## src/rtl/core/trmd_pkg.sv

```systemverilog
`timescale 1ns / 1ps
// ----------------------------------------------------------------------------
// trmd_pkg: shared types and constants of the ring mean downscaler
// Request types, lane and merge control, partial-sum entry layout,
// register indexes and the small constant tables.
// ----------------------------------------------------------------------------
package trmd_pkg;

	localparam int PART_SUM_W = 11;
	localparam int PART_CNT_W = 4;
	localparam int PART_W     = PART_SUM_W + PART_CNT_W;
	localparam int RECIP_SH   = 15;
	localparam int RECIP_W    = 16;
	localparam int CFG_IDX_W  = 3;
	localparam int CFG_DATA_W = 64;
	localparam int BPR_W      = 11;

	localparam logic [CFG_IDX_W-1:0] CFG_THR0 = 3'd0;
	localparam logic [CFG_IDX_W-1:0] CFG_THR1 = 3'd1;
	localparam logic [CFG_IDX_W-1:0] CFG_THR2 = 3'd2;
	localparam logic [CFG_IDX_W-1:0] CFG_THR3 = 3'd3;
	localparam logic [CFG_IDX_W-1:0] CFG_BPR  = 3'd4;

	localparam logic [3:0] RING_NONE = 4'd8;

	typedef struct packed {
		logic [31:0] pixel_word;
		logic        frame_start;
	} in_item_t;

	typedef struct packed {
		logic [31:0] out_pixel;
		logic        row_end;
	} out_item_t;

	typedef struct packed {
		logic [PART_CNT_W-1:0] cnt;
		logic [PART_SUM_W-1:0] sum;
	} partial_t;

	typedef struct packed {
		logic first;
		logic ring_act;
		logic capture;
		logic advance;
	} lane_ctrl_t;

	typedef struct packed {
		logic load;
		logic row_end;
	} merge_ctrl_t;

	typedef enum logic [1:0] {
		ST_IDLE,
		ST_RMW,
		ST_DIV1,
		ST_DIV2
	} state_t;

	function automatic logic [3:0] ring_pos(input logic [1:0] srow, input logic [1:0] scol);
		logic [3:0] rp;
		rp = RING_NONE;
		unique case ({srow, scol})
			4'b00_00: rp = 4'd0;
			4'b00_01: rp = 4'd1;
			4'b00_10: rp = 4'd2;
			4'b01_00: rp = 4'd3;
			4'b01_10: rp = 4'd4;
			4'b10_00: rp = 4'd5;
			4'b10_01: rp = 4'd6;
			4'b10_10: rp = 4'd7;
			default:  rp = RING_NONE;
		endcase
		return rp;
	endfunction

	// ceil(2^15 / d); exact floor for any 11-bit dividend
	function automatic logic [RECIP_W-1:0] recip(input logic [PART_CNT_W-1:0] d);
		logic [RECIP_W-1:0] r;
		r = '0;
		unique case (d)
			4'd1:    r = 16'd32768;
			4'd2:    r = 16'd16384;
			4'd3:    r = 16'd10923;
			4'd4:    r = 16'd8192;
			4'd5:    r = 16'd6554;
			4'd6:    r = 16'd5462;
			4'd7:    r = 16'd4682;
			4'd8:    r = 16'd4096;
			4'd9:    r = 16'd3641;
			4'd10:   r = 16'd3277;
			4'd11:   r = 16'd2979;
			4'd12:   r = 16'd2731;
			4'd13:   r = 16'd2521;
			4'd14:   r = 16'd2341;
			4'd15:   r = 16'd2185;
			default: r = '0;
		endcase
		return r;
	endfunction

endpackage

```

## src/rtl/core/trmd_merge.sv

```systemverilog
`timescale 1ns / 1ps
// ----------------------------------------------------------------------------
// trmd_merge: result assembly and output register
// Pack the lane means into one pixel and hold it until the request is taken.
// ----------------------------------------------------------------------------
module trmd_merge #(
	parameter int CHANNELS = 4
) (
	input  logic                          clk,
	input  logic                          arst_n,
	input  trmd_pkg::merge_ctrl_t         ctrl,
	input  logic [CHANNELS-1:0][7:0]      means,
	output logic                          ready,
	output logic                          valid,
	input  logic                          stall,
	output trmd_pkg::out_item_t           data
);
	import trmd_pkg::*;

	logic      valid_q;
	out_item_t data_q;

	assign ready = !valid_q || !stall;
	assign valid = valid_q;
	assign data  = data_q;

	always_ff @(posedge clk or negedge arst_n) begin
		if (!arst_n) begin
			valid_q <= 1'b0;
		end else if (ctrl.load) begin
			valid_q <= 1'b1;
		end else if (valid_q && !stall) begin
			valid_q <= 1'b0;
		end
	end

	always_ff @(posedge clk) begin
		if (ctrl.load) begin
			data_q.out_pixel <= 32'(means);
			data_q.row_end   <= ctrl.row_end;
		end
	end

endmodule

```

## config.mk

```make
export PLATFORM = sky130hd
export DESIGN_NAME = trmd_merge
export DESIGN_NICKNAME = d
export VERILOG_FILES = /design/src/rtl/core/trmd_pkg.sv /design/src/rtl/core/trmd_merge.sv
export SDC_FILE = /design/constraint.sdc
export NUM_CORES = 1
export LEC_CHECK = 0
export ABC_AREA = 1
export BUFFER_PORTS_ARGS = -buffer_cell sky130_fd_sc_hd__buf_2
export CAP_MARGIN = 40
export CORE_ASPECT_RATIO = 0.75
export CORE_MARGIN = 4
export CORE_UTILIZATION = 42
export DETAILED_ROUTE_END_ITERATION = 6
export MAX_ROUTING_LAYER = met4
export PLACE_DENSITY = 0.82
export SYNTH_ARGS = -nofsm -noshare
export SYNTH_HDL_FRONTEND = slang
export SYNTH_SLANG_ARGS = --single-unit
```

## constraint.sdc

```tcl
create_clock -name clk -period 1.2 [get_ports clk]
set_input_delay 0.06 -clock clk [delete_from_list [all_inputs] [get_ports clk]]
set_output_delay 0.06 -clock clk [all_outputs]
set_load 0.02 [all_outputs]
```

==> key figures <==
Route
  – 1st-iter DRT viols: 19
  – DRC: 0
  – Vias per inst: 4.333
  – Final wirelength: 2571 um
  – DRT Pass-1 Iters: 3
  – Antenna-violating nets left: 0
  – Routed vias: 806
  – DR WL/cell: 13.82 um

Clock network
  – CTS resizes: 0
  – CTS max path bufs: 2
  – Hold bufs inserted after CTS: 35
  – Max H-tree Level: 2
  – Clk_lat worst skew: 0.32 ns
  – Postcts setup bufs: 0
  – Num CTS Buffers: 5
  – Clock tree from TritonCTS: yes
  – # clock sinks: 34
  – Clk slew on worst S/H paths: 0.09 ns
  – Root Buffer: clkbuf_4

STA
  – F_max: 0.9708 GHz
  – Final Skew: 0 ns
  – Fin. Hold Viols: 0
  – Worst-Margin Slew: 0.2316 ns
  – Fin. max-slew vios: 0
  – Period utilization: 85.84%
  – Hold Worst Slack: 0.01987 ns
  – RSZ-0062 raised after global routing: false
  – Final setup TNS: 0 ns
  – Final setup fails: 0
  – Final min period: 1.030 ns
  – Max transition margin: 84.56%

Synthesis
  – Synth Cell Area: 0.001032 sq mm
  – FF+latch count, synth: 34
  – Count leader, synth: edfxtp_1
  – Synth async-reset ratio: 2.941%
  – Synth top cells by count: edfxtp_1, nand2_2, dfrtp_1, inv_1
  – Area contributors post-synth: edfxtp_1, dfrtp_1, nand2_2, inv_1
  – Ys flop type: edfxtp_1
  – Count of different cell masters after synthesis: 4
  – Cell accounting for the most synthesized area: edfxtp_1
  – Avg Cell Area, Syn: 27.90 sq um
  – Mapped Nets: 74
  – Ys Warns: 0
  – Post-Syn Instances: 37
  – Sequential area share after synthesis: 98.42%
  – Yosys top cell area share: 96.00%
  – Post-synth EDFFs: 33

Critical path
  – CP startpoint kind: flop
  – CP Data Required Time: 1.14 ns
  – Worst path max stage delay: 0.40 ns
  – Cell Chain, Critical Path: nand2_2 -> buf_2
  – Critical path class: flop to output pin
  – Crit-path max FO: 2
  – Arrival time at the worst endpoint: 0.97 ns
  – Critical path's slowest cell: dfrtp_1
  – Worst Setup End Kind: output pin

Global routing
  – Antenna violations before repair: 0
  – First-pass GRT wire length: 4043 um
  – Vias in the first global route: 869
  – GRT Overall Usage: 18.16%
  – Largest net degree at the start of global routing: 27
  – Gr ovfl total: 0

Floorplan
  – Initial Util: 44.35%
  – Core area: 0.002327 sq mm
  – Die height: 50.94 um
  – Die area: 0.003323 sq mm
  – Ports: 72
  – Row count: 15
  – Die width: 65.25 um

Finish
  – Area Growth Syn to Fin: 81.70%
  – Finished Cell Area: 0.001876 sq mm
  – Ant diodes: 0
  – Layout cell share with drive strength beyond 1: 52.63%
  – Final Net Count: 188
  – Fill count: 149

Outcome
  – Status: finished, final reports clean

Placed design
  – Detailed placement HPWL: 1534 um
  – Routability cong.: 0.6323
  – Placed Instance Area: 0.001450 sq mm
  – Buffers on Ports: 71

Job
  – MaxCap Viol Count: 0

Power
  – IR drop worst, VDD: 0.0009555 V
  – PwrDens: 1396 mW/mm^2
  – Lkg Pwr: 0.8183 nW

Worst hold path
  – Hold Path Class: input pin to async pin
==> flip-flops by register name, indices dropped and copies added, names as in the netlist <==
| register | count |
|---|---|
| data | 33 |
| valid | 1 |
==> worst paths after layout <==
check                                       start           endpoint  slack [ns]  cells past startpoint
worst max-delay path            valid$_DFFE_PN0P_              ready        0.17                      2
worst min-delay path                       arst_n  valid$_DFFE_PN0P_        0.02                      2
worst max register to register  valid$_DFFE_PN0P_  valid$_DFFE_PN0P_        0.57                      2
worst min register to register  valid$_DFFE_PN0P_  valid$_DFFE_PN0P_        0.52                      2
max in group asynchronous                  arst_n  valid$_DFFE_PN0P_        1.10                      2
min in group clk                          ctrl[1]  valid$_DFFE_PN0P_        0.09                      3
==> power by group <==
group | switching, mW | internal [mW] | total [mW]
registers | 0.0236 | 1.40 | 1.43
logic | 0.210 | 0.184 | 0.394
clock network | 0.356 | 0.442 | 0.798
==> routing by layer <==
layer	global-route usage (%)	up-vias	share of wire, %
met3	9.231	7	12
li1	-	374	-
met1	17.77	370	34
met2	31.76	55	52
met4	5.172	0	1.4
met5	-	-	0
==> stage by stage <==
stage	utilization [%]	worst slack, ns	total power, mW	instances
after floorplan	-	0.4332	1.587	37
after global placement	62.31	0.4167	1.749	143
after detailed placement	62.31	0.3852	1.758	143
after CTS	80.59	0.1674	2.635	186
after global routing	80.59	0.1126	2.744	186
final	80.59	0.1699	2.618	186
==> layout make-up <==
| class | count | area, sq um | share of cell area, % |
|---|---|---|---|
| Timing Repair Buffer | 107 | 725.7 | 38.69 |
| Sequential cell | 34 | 1016 | 54.17 |
| Tap cell | 34 | 42.54 | 2.268 |
| Inverter | 1 | 3.754 | 0.2001 |
| Clock inverter | 1 | 30.03 | 1.601 |
| Multi-Input combinational cell | 2 | 12.51 | 0.6671 |
| Clock buffer | 7 | 45.04 | 2.402 |
==> worst max-delay path, delay by kind of cell (launching register included) <==
| kind | cells | cell delay, ns |
|---|---|---|
| buffers and inverters | 1 | 0.17 |
| flip-flops | 1 | 0.40 |
| AND/OR/NAND/NOR | 1 | 0.08 |
==> cell usage in the layout (no fill, tap or decap) <==
master,count
inv_1,1
dlygate4sd3_1,35
dfrtp_1,1
clkbuf_4,5
edfxtp_1,33
buf_2,71
clkbuf_1,2
nand2_2,2
buf_12,1
bufinv_16,1
==> logic make-up (layout without fill, tap and decap cells) <==
kind of cell	Yosys count	count (layout)	synth area share [%]
AND/OR/NAND/NOR	2	2	1.212
buffers and inverters	1	116	0.3633
flip-flops	34	34	98.42
Note: power is estimated with default switching activity, not from simulation.
