[config.mk]
export PLATFORM = sky130hd
export DESIGN_NAME = trmd_lane
export DESIGN_NICKNAME = d
export VERILOG_FILES = /design/src/rtl/core/trmd_pkg.sv /design/src/rtl/core/trmd_lane.sv
export SDC_FILE = /design/constraint.sdc
export NUM_CORES = 1
export LEC_CHECK = 0
export BUFFER_PORTS_ARGS = -buffer_cell sky130_fd_sc_hd__buf_4
export CORE_MARGIN = 1
export CORE_UTILIZATION = 68
export DETAILED_ROUTE_END_ITERATION = 7
export GPL_ROUTABILITY_DRIVEN = 1
export PLACE_DENSITY = 0.91
export SYNTH_ARGS = -nofsm -noshare
export SYNTH_HDL_FRONTEND = slang
export SYNTH_SLANG_ARGS = --single-unit
[constraint.sdc]
create_clock -name clk -period 17 [get_ports clk]
set_input_delay 4.25 -clock clk [delete_from_list [all_inputs] [get_ports clk]]
set_output_delay 4.25 -clock clk [all_outputs]
set_load 0.01 [all_outputs]
[src/rtl/core/trmd_pkg.sv]
`timescale 1ns / 1ps
// ----------------------------------------------------------------------------
// trmd_pkg: shared types and constants of the ring mean downscaler
// Request types, lane and merge control, partial-sum entry layout,
// register indexes and the small constant tables.
// ----------------------------------------------------------------------------
package trmd_pkg;

	localparam int PART_SUM_W = 11;
	localparam int PART_CNT_W = 4;
	localparam int PART_W     = PART_SUM_W + PART_CNT_W;
	localparam int RECIP_SH   = 15;
	localparam int RECIP_W    = 16;
	localparam int CFG_IDX_W  = 3;
	localparam int CFG_DATA_W = 64;
	localparam int BPR_W      = 11;

	localparam logic [CFG_IDX_W-1:0] CFG_THR0 = 3'd0;
	localparam logic [CFG_IDX_W-1:0] CFG_THR1 = 3'd1;
	localparam logic [CFG_IDX_W-1:0] CFG_THR2 = 3'd2;
	localparam logic [CFG_IDX_W-1:0] CFG_THR3 = 3'd3;
	localparam logic [CFG_IDX_W-1:0] CFG_BPR  = 3'd4;

	localparam logic [3:0] RING_NONE = 4'd8;

	typedef struct packed {
		logic [31:0] pixel_word;
		logic        frame_start;
	} in_item_t;

	typedef struct packed {
		logic [31:0] out_pixel;
		logic        row_end;
	} out_item_t;

	typedef struct packed {
		logic [PART_CNT_W-1:0] cnt;
		logic [PART_SUM_W-1:0] sum;
	} partial_t;

	typedef struct packed {
		logic first;
		logic ring_act;
		logic capture;
		logic advance;
	} lane_ctrl_t;

	typedef struct packed {
		logic load;
		logic row_end;
	} merge_ctrl_t;

	typedef enum logic [1:0] {
		ST_IDLE,
		ST_RMW,
		ST_DIV1,
		ST_DIV2
	} state_t;

	function automatic logic [3:0] ring_pos(input logic [1:0] srow, input logic [1:0] scol);
		logic [3:0] rp;
		rp = RING_NONE;
		unique case ({srow, scol})
			4'b00_00: rp = 4'd0;
			4'b00_01: rp = 4'd1;
			4'b00_10: rp = 4'd2;
			4'b01_00: rp = 4'd3;
			4'b01_10: rp = 4'd4;
			4'b10_00: rp = 4'd5;
			4'b10_01: rp = 4'd6;
			4'b10_10: rp = 4'd7;
			default:  rp = RING_NONE;
		endcase
		return rp;
	endfunction

	// ceil(2^15 / d); exact floor for any 11-bit dividend
	function automatic logic [RECIP_W-1:0] recip(input logic [PART_CNT_W-1:0] d);
		logic [RECIP_W-1:0] r;
		r = '0;
		unique case (d)
			4'd1:    r = 16'd32768;
			4'd2:    r = 16'd16384;
			4'd3:    r = 16'd10923;
			4'd4:    r = 16'd8192;
			4'd5:    r = 16'd6554;
			4'd6:    r = 16'd5462;
			4'd7:    r = 16'd4682;
			4'd8:    r = 16'd4096;
			4'd9:    r = 16'd3641;
			4'd10:   r = 16'd3277;
			4'd11:   r = 16'd2979;
			4'd12:   r = 16'd2731;
			4'd13:   r = 16'd2521;
			4'd14:   r = 16'd2341;
			4'd15:   r = 16'd2185;
			default: r = '0;
		endcase
		return r;
	endfunction

endpackage

[src/rtl/core/trmd_lane.sv]
`timescale 1ns / 1ps
// ----------------------------------------------------------------------------
// trmd_lane: one byte channel of the downscaler
// Threshold compare and partial-sum update, then a two-stage rounded
// divide of the block sum by its count.
// ----------------------------------------------------------------------------
module trmd_lane (
	input  logic                 clk,
	input  trmd_pkg::lane_ctrl_t ctrl,
	input  logic [7:0]           pix_byte,
	input  logic [7:0]           thr_byte,
	input  trmd_pkg::partial_t   old_part,
	output trmd_pkg::partial_t   new_part,
	output logic [7:0]           mean
);
	import trmd_pkg::*;

	localparam int PROD_W = PART_SUM_W + RECIP_W;

	partial_t                base;
	logic                    hit;
	logic [PART_SUM_W-1:0]   sum_s1;
	logic [PART_CNT_W-1:0]   cnt_s1;
	logic [PROD_W-1:0]       prod_s2;
	logic [PART_SUM_W-1:0]   sum_s2;
	logic [PART_CNT_W-1:0]   cnt_s2;
	logic [PART_SUM_W-1:0]   quo;
	logic [PART_SUM_W+PART_CNT_W-1:0] back;
	logic [PART_SUM_W-1:0]   rem_full;
	logic [PART_CNT_W:0]     rem2;
	logic                    up;

	always_comb begin
		base = ctrl.first ? '0 : old_part;
		hit  = ctrl.ring_act && (pix_byte >= thr_byte);
		new_part = base;
		if (hit) begin
			new_part.sum = base.sum + PART_SUM_W'(pix_byte);
			new_part.cnt = base.cnt + PART_CNT_W'(1);
		end
	end

	always_ff @(posedge clk) begin
		if (ctrl.capture) begin
			sum_s1 <= new_part.sum;
			cnt_s1 <= new_part.cnt;
		end
	end

	always_ff @(posedge clk) begin
		if (ctrl.advance) begin
			prod_s2 <= PROD_W'(sum_s1) * PROD_W'(recip(cnt_s1));
			sum_s2  <= sum_s1;
			cnt_s2  <= cnt_s1;
		end
	end

	always_comb begin
		quo      = prod_s2[RECIP_SH +: PART_SUM_W];
		back     = (PART_SUM_W + PART_CNT_W)'(quo) * (PART_SUM_W + PART_CNT_W)'(cnt_s2);
		rem_full = sum_s2 - back[PART_SUM_W-1:0];
		rem2     = {rem_full[PART_CNT_W-1:0], 1'b0};
		up       = (rem2 > {1'b0, cnt_s2}) || ((rem2 == {1'b0, cnt_s2}) && quo[0]);
		mean     = (cnt_s2 == '0) ? 8'd0 : (quo[7:0] + 8'(up));
	end

endmodule

==> run summary, run 1 <==
The flow ran to the end, and the final reports show no timing, DRC or antenna violations. Summed over all instances, the cell type with the most area after synthesis is sky130_fd_sc_hd__fa_1. The CTS tree is done. The height of the chip came out at ~110 um. The maximum VDD drop came out at 0.247 mV. In the post-synthesis netlist, the cell with the most instances is sky130_fd_sc_hd__inv_1.

The cell area after placement came out at 8440 um2. The via count of the first global-routing pass is around 6300. The H-tree depth reported by CTS is 2. The final count of hold timing violations is 0.

The max-capacitance violation count came out at 0. The repair_antennas step left the layout with diodes totalling 0. For this run, the total global-route usage over all layers was measured as 0.320. In the routed design, unresolved DRC markers number 0.

Of all flip-flops after synthesis, the portion carrying an async set or reset was 0. Averaged over all synthesized cells, the footprint is 9.05 um2. The number of buffers inserted to repair setup after CTS is 0.

The starting density of the core came out at 0.696. At the end of the flow the core is filled with cells to 0.756. The worst setup path is captured at an output pin.

Setup repair after global routing left no endpoint under its margin. Hold repair after CTS inserted 0 buffers. The first global-routing pass estimated 29.3 mm of wire.

The post-route cell area came out at between 8000 and 9000 um2. The net count after synthesis is 1115. The critical path is of the input port to output pin type.

The register bit count reported by yosys is 47. The share of synthesized area in the top cell type comes to 0.310. The portion of the post-synthesis area used by sequential elements came out at 0.157. The area of the core is ~11000 um2.

The via density per instance came out at 5.76. The data arrival time of the critical path is 6.86 ns. The maximum number of buffers from clock root to sink came out at 2. The total half-perimeter wirelength after legalization and detailed placement came out at 13.9 mm.

The clock buffer count from CTS is 5. The design draws 1.51 mW. The area growth from synthesis to layout came out at 8.55%. Entering global routing, the biggest net connects 25 pins.

The clock period minus worst slack is 11.11 ns. The total overflow left after global routing is 0. In the final routed layout, each cell accounts on average for approximately 17 um. Buffers placed on the I/O ports in this run total 58. The floorplan die width came out at around 110 um. In this run the worst path has a maximum fanout of 16. For the final routed database, the setup TNS stands at 0 ns. The number of clock sinks seen by CTS is 47. Based on the critical path, the design can be clocked at up to around 90 MHz. By area the synthesized netlist is led by sky130_fd_sc_hd__fa_1, sky130_fd_sc_hd__ha_1, sky130_fd_sc_hd__edfxtp_1, sky130_fd_sc_hd__inv_1, sky130_fd_sc_hd__and2_1.

At the pin with the least slew margin, the transition time is 0.982 ns. The overall routed net length is 18.1 mm. The required time of the critical path came out at 12.75 ns.

The worst clock skew came out at 0.00342 ns. The number of flops mapped to enable cells by yosys came out at 31. The number of fill cells in the layout is 756. For this run, the post-layout net count is 1149. The number of design-rule violations left by the first detailed-router iteration came out at 476. In this run, distinct cell masters in the synthesized netlist total 54. Sorting the synthesized cells by how often they occur yields sky130_fd_sc_hd__inv_1, sky130_fd_sc_hd__fa_1, sky130_fd_sc_hd__nand2_1, sky130_fd_sc_hd__and2_1, sky130_fd_sc_hd__ha_1.

The count of pins on the block boundary came out at 59. Dividing total power by cell area gives a power density of 175 nW/um2. The main flop type after synthesis is sky130_fd_sc_hd__edfxtp_1.

The routability congestion estimate from global placement is between 0.9 and 1. The final count of pins violating max slew came out at 0. The count of warnings emitted by yosys came out at 0. The layout cell share with drive strength beyond 1 came out at 0.0811.

The leakage power figure is 4.23 nW. In this run the remaining antenna-violating nets after routing total 0. The final setup violation count came out at 0.

In the synthesized netlist, the number of instances is 878. The count of instances resized after the clock tree is built came out at 0. The worst setup path is launched from an input port. The cell area that synthesis handed to floorplanning was 7950 um2. Before antenna repair, the detailed router went through 6 iterations. The row count is 39.

Clock-pin slew was measured on the worst setup and hold paths at 0.06 ns. In the finished design, the share of the clock period the worst path needs comes to 0.654. In this run the clock root is driven by a sky130_fd_sc_hd__clkbuf_16.

The area enclosed by the die boundary is about 12000 um2. The worst hold path belongs to the class register to register. The number of antenna violations at the first check in global routing was 0. The clock latency on the worst-skew pair is between 0.2 and 0.3 ns.

The worst slew margin relative to its limit is 0.339. For this block, the via count after detailed routing is 6082.
-- cell usage in the layout (no fill, tap or decap), types with 2 or more instances in the layout --
cell / instances
sky130_fd_sc_hd__dfxtp_1: 16
sky130_fd_sc_hd__o21bai_1: 2
sky130_fd_sc_hd__xnor2_1: 31
sky130_fd_sc_hd__o21ai_0: 21
sky130_fd_sc_hd__or3_1: 2
sky130_fd_sc_hd__nand4b_1: 2
sky130_fd_sc_hd__nor3_1: 6
sky130_fd_sc_hd__a21o_1: 7
sky130_fd_sc_hd__o21a_1: 2
sky130_fd_sc_hd__inv_1: 181
sky130_fd_sc_hd__nand2b_1: 6
sky130_fd_sc_hd__a31oi_1: 2
sky130_fd_sc_hd__nor2b_1: 16
sky130_fd_sc_hd__nor4_1: 2
sky130_fd_sc_hd__and3_1: 6
sky130_fd_sc_hd__a22oi_1: 3
sky130_fd_sc_hd__a21oi_1: 15
sky130_fd_sc_hd__xor2_1: 13
sky130_fd_sc_hd__o221ai_1: 3
sky130_fd_sc_hd__edfxtp_1: 31
sky130_fd_sc_hd__o211ai_1: 2
sky130_fd_sc_hd__a2111oi_0: 3
sky130_fd_sc_hd__nand2_1: 121
sky130_fd_sc_hd__clkbuf_16: 5
sky130_fd_sc_hd__o2bb2ai_1: 3
sky130_fd_sc_hd__fa_1: 123
sky130_fd_sc_hd__o21ai_1: 3
sky130_fd_sc_hd__nor2_1: 19
sky130_fd_sc_hd__a211o_1: 2
sky130_fd_sc_hd__buf_4: 59
sky130_fd_sc_hd__ha_1: 78
sky130_fd_sc_hd__nand3_1: 6
sky130_fd_sc_hd__mux2i_1: 6
sky130_fd_sc_hd__a211oi_1: 6
sky130_fd_sc_hd__and2_1: 88
sky130_fd_sc_hd__bufinv_16: 2
sky130_fd_sc_hd__a31o_2: 2
-- cell families (layout without fill, tap and decap cells) --
family                     after synthesis  count (layout)  synth area share
muxes                                    8               8            0.0109
xor gates and xnor gates                44              44            0.0485
DFF                                     47              47             0.157
AOI/OAI and AO/OA                       84              84            0.0719
and+or+nand+nor                        281             281             0.177
adders and majority gates              201             201             0.432
buffers and inverters                  213             248             0.102
-- routing by layer --
layer | track usage | wire length, um | share of wire
met5 | 0 | 0 | 0
met4 | 0.159 | 785 | 0.043
met3 | 0.0359 | 1200 | 0.066
met2 | 0.568 | 9200 | 0.51
met1 | 0.386 | 6900 | 0.38
-- report_power, final --
part | internal [mW] | switching (mW)
sequential | 0.170 | 0.0557
combinational | 0.507 | 0.649
clock | 0.0843 | 0.0421
total | 0.761 | 0.747
-- critical path, cell delays in order --
cell and delay (ns):
sky130_fd_sc_hd__buf_4 0.17, sky130_fd_sc_hd__nor2b_1 0.16, sky130_fd_sc_hd__ha_1 0.20, sky130_fd_sc_hd__inv_1 0.06
sky130_fd_sc_hd__fa_1 0.40, sky130_fd_sc_hd__nor2b_1 0.12, sky130_fd_sc_hd__o21ai_0 0.13, sky130_fd_sc_hd__a21oi_1 0.24
sky130_fd_sc_hd__o21ai_0 0.17, sky130_fd_sc_hd__a2111oi_0 0.55, sky130_fd_sc_hd__xnor2_1 0.11, sky130_fd_sc_hd__nor2_1 0.15
sky130_fd_sc_hd__buf_4 0.15
-- through the flow --
| stage | std cells | worst slack (ns) | hold WS (ns) |
|---|---|---|---|
| floorplan | 878 | 6.52 | 0.426 |
| global placement | 1048 | 6.03 | 0.447 |
| detailed placement | 1048 | 5.95 | 0.463 |
| CTS | 1056 | 5.93 | 0.466 |
| global route | 1056 | 5.46 | 0.495 |
| finish | 1056 | 5.89 | 0.462 |
-- layout make-up --
class | count | area (um2) | area share
multi-input cells | 618 | 5890 | 0.682
well taps | 143 | 179 | 0.0207
clock buffers | 6 | 129 | 0.0149
clock inverters | 2 | 60.1 | 0.00696
flip-flops and latches | 47 | 1250 | 0.145
repair buffers | 59 | 443 | 0.0513
inverters | 181 | 679 | 0.0787
-- final timing paths --
path | slack (ns) | cells past startpoint | start | to
worst min-delay path | 0.46 | 0 | cnt_s1[2] | cnt_s2[2]
worst max register to register | 10.78 | 17 | sum_s1[2] | prod_s2[22]
worst max-delay path | 5.89 | 13 | ctrl[3] | new_part[10]
worst min register to register | 0.46 | 0 | cnt_s1[2] | cnt_s2[2]
Power figures use the tool's default switching activity.
==> run 2, diff against run 1 <==
--- a/config.mk
+++ b/config.mk
@@ -7,10 +7,10 @@
 export LEC_CHECK = 0
 export BUFFER_PORTS_ARGS = -buffer_cell sky130_fd_sc_hd__buf_4
 export CORE_MARGIN = 1
-export CORE_UTILIZATION = 68
+export CORE_UTILIZATION = 63
 export DETAILED_ROUTE_END_ITERATION = 7
 export GPL_ROUTABILITY_DRIVEN = 1
-export PLACE_DENSITY = 0.91
+export PLACE_DENSITY = 0.85
 export SYNTH_ARGS = -nofsm -noshare
 export SYNTH_HDL_FRONTEND = slang
 export SYNTH_SLANG_ARGS = --single-unit
==> constraint.sdc (replaced) <==
create_clock -name clk -period 10.85 [get_ports clk]
set_input_delay 2.7125 -clock clk [delete_from_list [all_inputs] [get_ports clk]]
set_output_delay 2.7125 -clock clk [all_outputs]
set_load 0.01 [all_outputs]
==> run summary, run 2 (synthesis results as in run 1) <==
The total internal power came to 1.15 mW (+51%). The layout cell share with drive strength beyond 1 came out at 0.0821 (+0.00110). The clock period could shrink to 7.98 ns. The number of design-rule violations left by the first detailed-router iteration came out at 407 (-14%).

The run finished with clean final reports. The total vias in the final route came out at 5968 (-1.9%). The power per standard cell area is 265 nW/um2 (+51%). The worst setup path is captured at an output pin. After detailed routing, no signal wire sits above met4. The critical path in this run is classified as input port to output pin. The average detailed-routed wire length per instance is 15.8 um (-7.9%). The via count of the first global-routing pass came to 6203 (-1.5%). The slew at the pin with the worst max-slew slack is 0.997 ns (+0.0155 ns).

The clock buffer count from CTS came out at 5 (unchanged). The final setup violation count was 0 (unchanged). The overall routed net length is 17.1 mm (-5.7%). The floorplan die width came out at 114 um (+3.8%). The count of instances resized after the clock tree is built is 0 (unchanged). The final count of pins violating max slew is 0 (unchanged). The number of buffers inserted to repair setup after CTS is 0 (unchanged). The diode insertion count for antenna repair is 0 (unchanged). In this design, the critical path's most frequently occurring cell is sky130_fd_sc_hd__buf_4. The power after layout is 2.28 mW (+51%).

The total half-perimeter wirelength after legalization and detailed placement came out at 13.3 mm (-4.3%). The tree is rooted in a sky130_fd_sc_hd__clkbuf_16. The number of buffer cells added on primary ports is 58 (unchanged). In the layout the commonest cells are sky130_fd_sc_hd__inv_1, sky130_fd_sc_hd__fa_1, sky130_fd_sc_hd__nand2_1, sky130_fd_sc_hd__and2_1, sky130_fd_sc_hd__ha_1.

The utilization of the core after routing came out at 0.709 (-0.0465). Leaving out fill and tap cells, the most frequent cell in the layout is sky130_fd_sc_hd__inv_1. The remaining design rule violation count came out at 0 (unchanged).

The met2 wire length came out at 8.49 mm (-7.8%). The leakage power figure is 4.22 nW (-0.32%). In this run the worst hold path is classified as register to register.

The delay of the slowest critical-path stage is 0.55 ns (about the same). The sum of routed wire segments on met1 is 6.95 mm (+0.65%). The count of hold buffers inserted by post-cts repair came out at 0 (unchanged).

The clock latency on the worst-skew pair is 0.29 ns (about the same). The max-capacitance violation count is 0 (unchanged). The maximum number of buffers from clock root to sink was 2 (unchanged).

The area growth from synthesis to layout came out at 8.50% (about the same). The final count of hold timing violations is 0 (unchanged). The switching share of total power is 0.498 (+0.00285). The H-tree depth reported by CTS came out at 2 (unchanged). The routability congestion estimate from global placement was 0.961 (+4.5%). The combined buffer and inverter count along the critical path is 3 (unchanged). TritonCTS built the clock tree. Setup repair after global routing left no endpoint under its margin. The overflow left after global routing is 0 (unchanged). The clock transition at the registers of the reported paths is 0.07 ns (about the same). The area enclosed by the die boundary is 13100 um2 (+7.8%). For this design, the slowest cell found on the critical path is sky130_fd_sc_hd__o21ai_1.

The worst-path maximum fanout was 11 (-5). The number of antenna violations at the first check in global routing came out at 0 (unchanged). The relative contribution of sequential cells to total power came out at 0.154 (+0.005). The area of the core is 12200 um2 (+6.5%). The combinational share of power is 0.777 (+0.010).

The clock network power share was 0.069 (-0.015). The data arrival time of the critical path is 5.27 ns (-1.59 ns). The number of clock sinks seen by CTS came out at 47 (unchanged). The antenna violation net count after detailed routing came out at 0 (unchanged). The required time of the critical path was 8.14 ns (-4.61 ns). The maximum VDD drop was 0.201 mV (-18%). The worst clock skew was 0.00748 ns (+0.00406 ns). The height of the chip came out at 114 um (+3.8%). Walking the worst path, the cells encountered are buf_4, ha_1, a21o_1, a211o_1, a31o_2, o21ai_1, buf_4, a2111oi_0, xnor2_1, nor2_1, buf_4. The count of pins on the block boundary came to 59 (unchanged). The first-pass GRT wire length is 28.7 mm (-1.9%). The critical path startpoint category is an input port. The power dissipated by switching net loads came out at 1.14 mW (+52%). The row count came out at 40 (+2.6%). The maximum number of pins on one net before global-route repair came out at 25 (unchanged). The aggregate negative setup slack came out at 0 ns (unchanged). The count of TritonRoute iterations in the first routing pass is 5 (-1). The fraction of the cycle the final worst path needs came out at 0.735.

Static timing analysis puts the maximum clock frequency at 125 MHz. The minimum hold slack was 0.477 ns (+0.0146 ns). The via density per instance came to 5.52 (-4.1%).

The family with the most delay on the worst path is compound AO/OA/AOI/OAI gates. The wire length on met3 came out at 1.19 mm (-0.84%). The combined global-route utilization of all metal layers was 0.285 (-0.0345). The number of nets in the finished design was 1149 (unchanged). The worst slew margin relative to its limit was 0.329 (-0.0104). The starting density of the core came out at 0.654 (-0.0425).
## run 2: power groups by stage
stage | Clock (mW) | Sequential [mW] | Combinational [mW]
final | 0.158 | 0.351 | 1.77
after global routing | 0.168 | 0.357 | 2.04
after CTS | 0.160 | 0.348 | 1.78
after detailed placement | 0 | 0.351 | 1.76
after global placement | 0 | 0.350 | 1.71
after floorplan | 0 | 0.290 | 1.35
## run 2: worst reg2reg max path: cells and delay by family (launching register included)
| family | cells | cell delay (ns) |
|---|---|---|
| DFF | 1 | 0.82 |
| and+or+nand+nor | 2 | 0.55 |
| buffers and inverters | 3 | 0.15 |
| adders and majority gates | 6 | 2.93 |
| xor gates and xnor gates | 1 | 0.11 |
| AOI/OAI and AO/OA | 5 | 1.29 |
## run 2: through the flow
step	cells	area, um2	worst slack, ns
after CTS	1081	8630	2.86
after floorplan	878	7950	3.45
after global placement	1073	8470	2.91
final	1081	8630	2.87
after detailed placement	1073	8470	2.88
after global routing	1081	8630	2.63
## run 2: routing by layer
metal	global-route usage	up-vias
met3	0.0418	41
met1	0.356	2908
met2	0.506	238
met4	0.100	0
li1	-	2781
met5	0	-
## run 2: final timing paths
path | startpoint | endpoint | slack (ns) | depth (start not counted)
min reg2reg | cnt_s1[2] | cnt_s2[2] | 0.48 | 0
min | cnt_s1[2] | cnt_s2[2] | 0.48 | 0
max | pix_byte[5] | new_part[10] | 2.87 | 11
max reg2reg | sum_s1[2] | prod_s2[22] | 4.74 | 17
## run 2: cell type report
type                       instances  area (um2)
clock inverter                     2        15.0
tap                              168         210
multi-input combinational        618        5890
sequential                        47        1250
timing repair buffer              59         443
fill                             896        3540
clock buffer                       6         139
inverter                         181         679
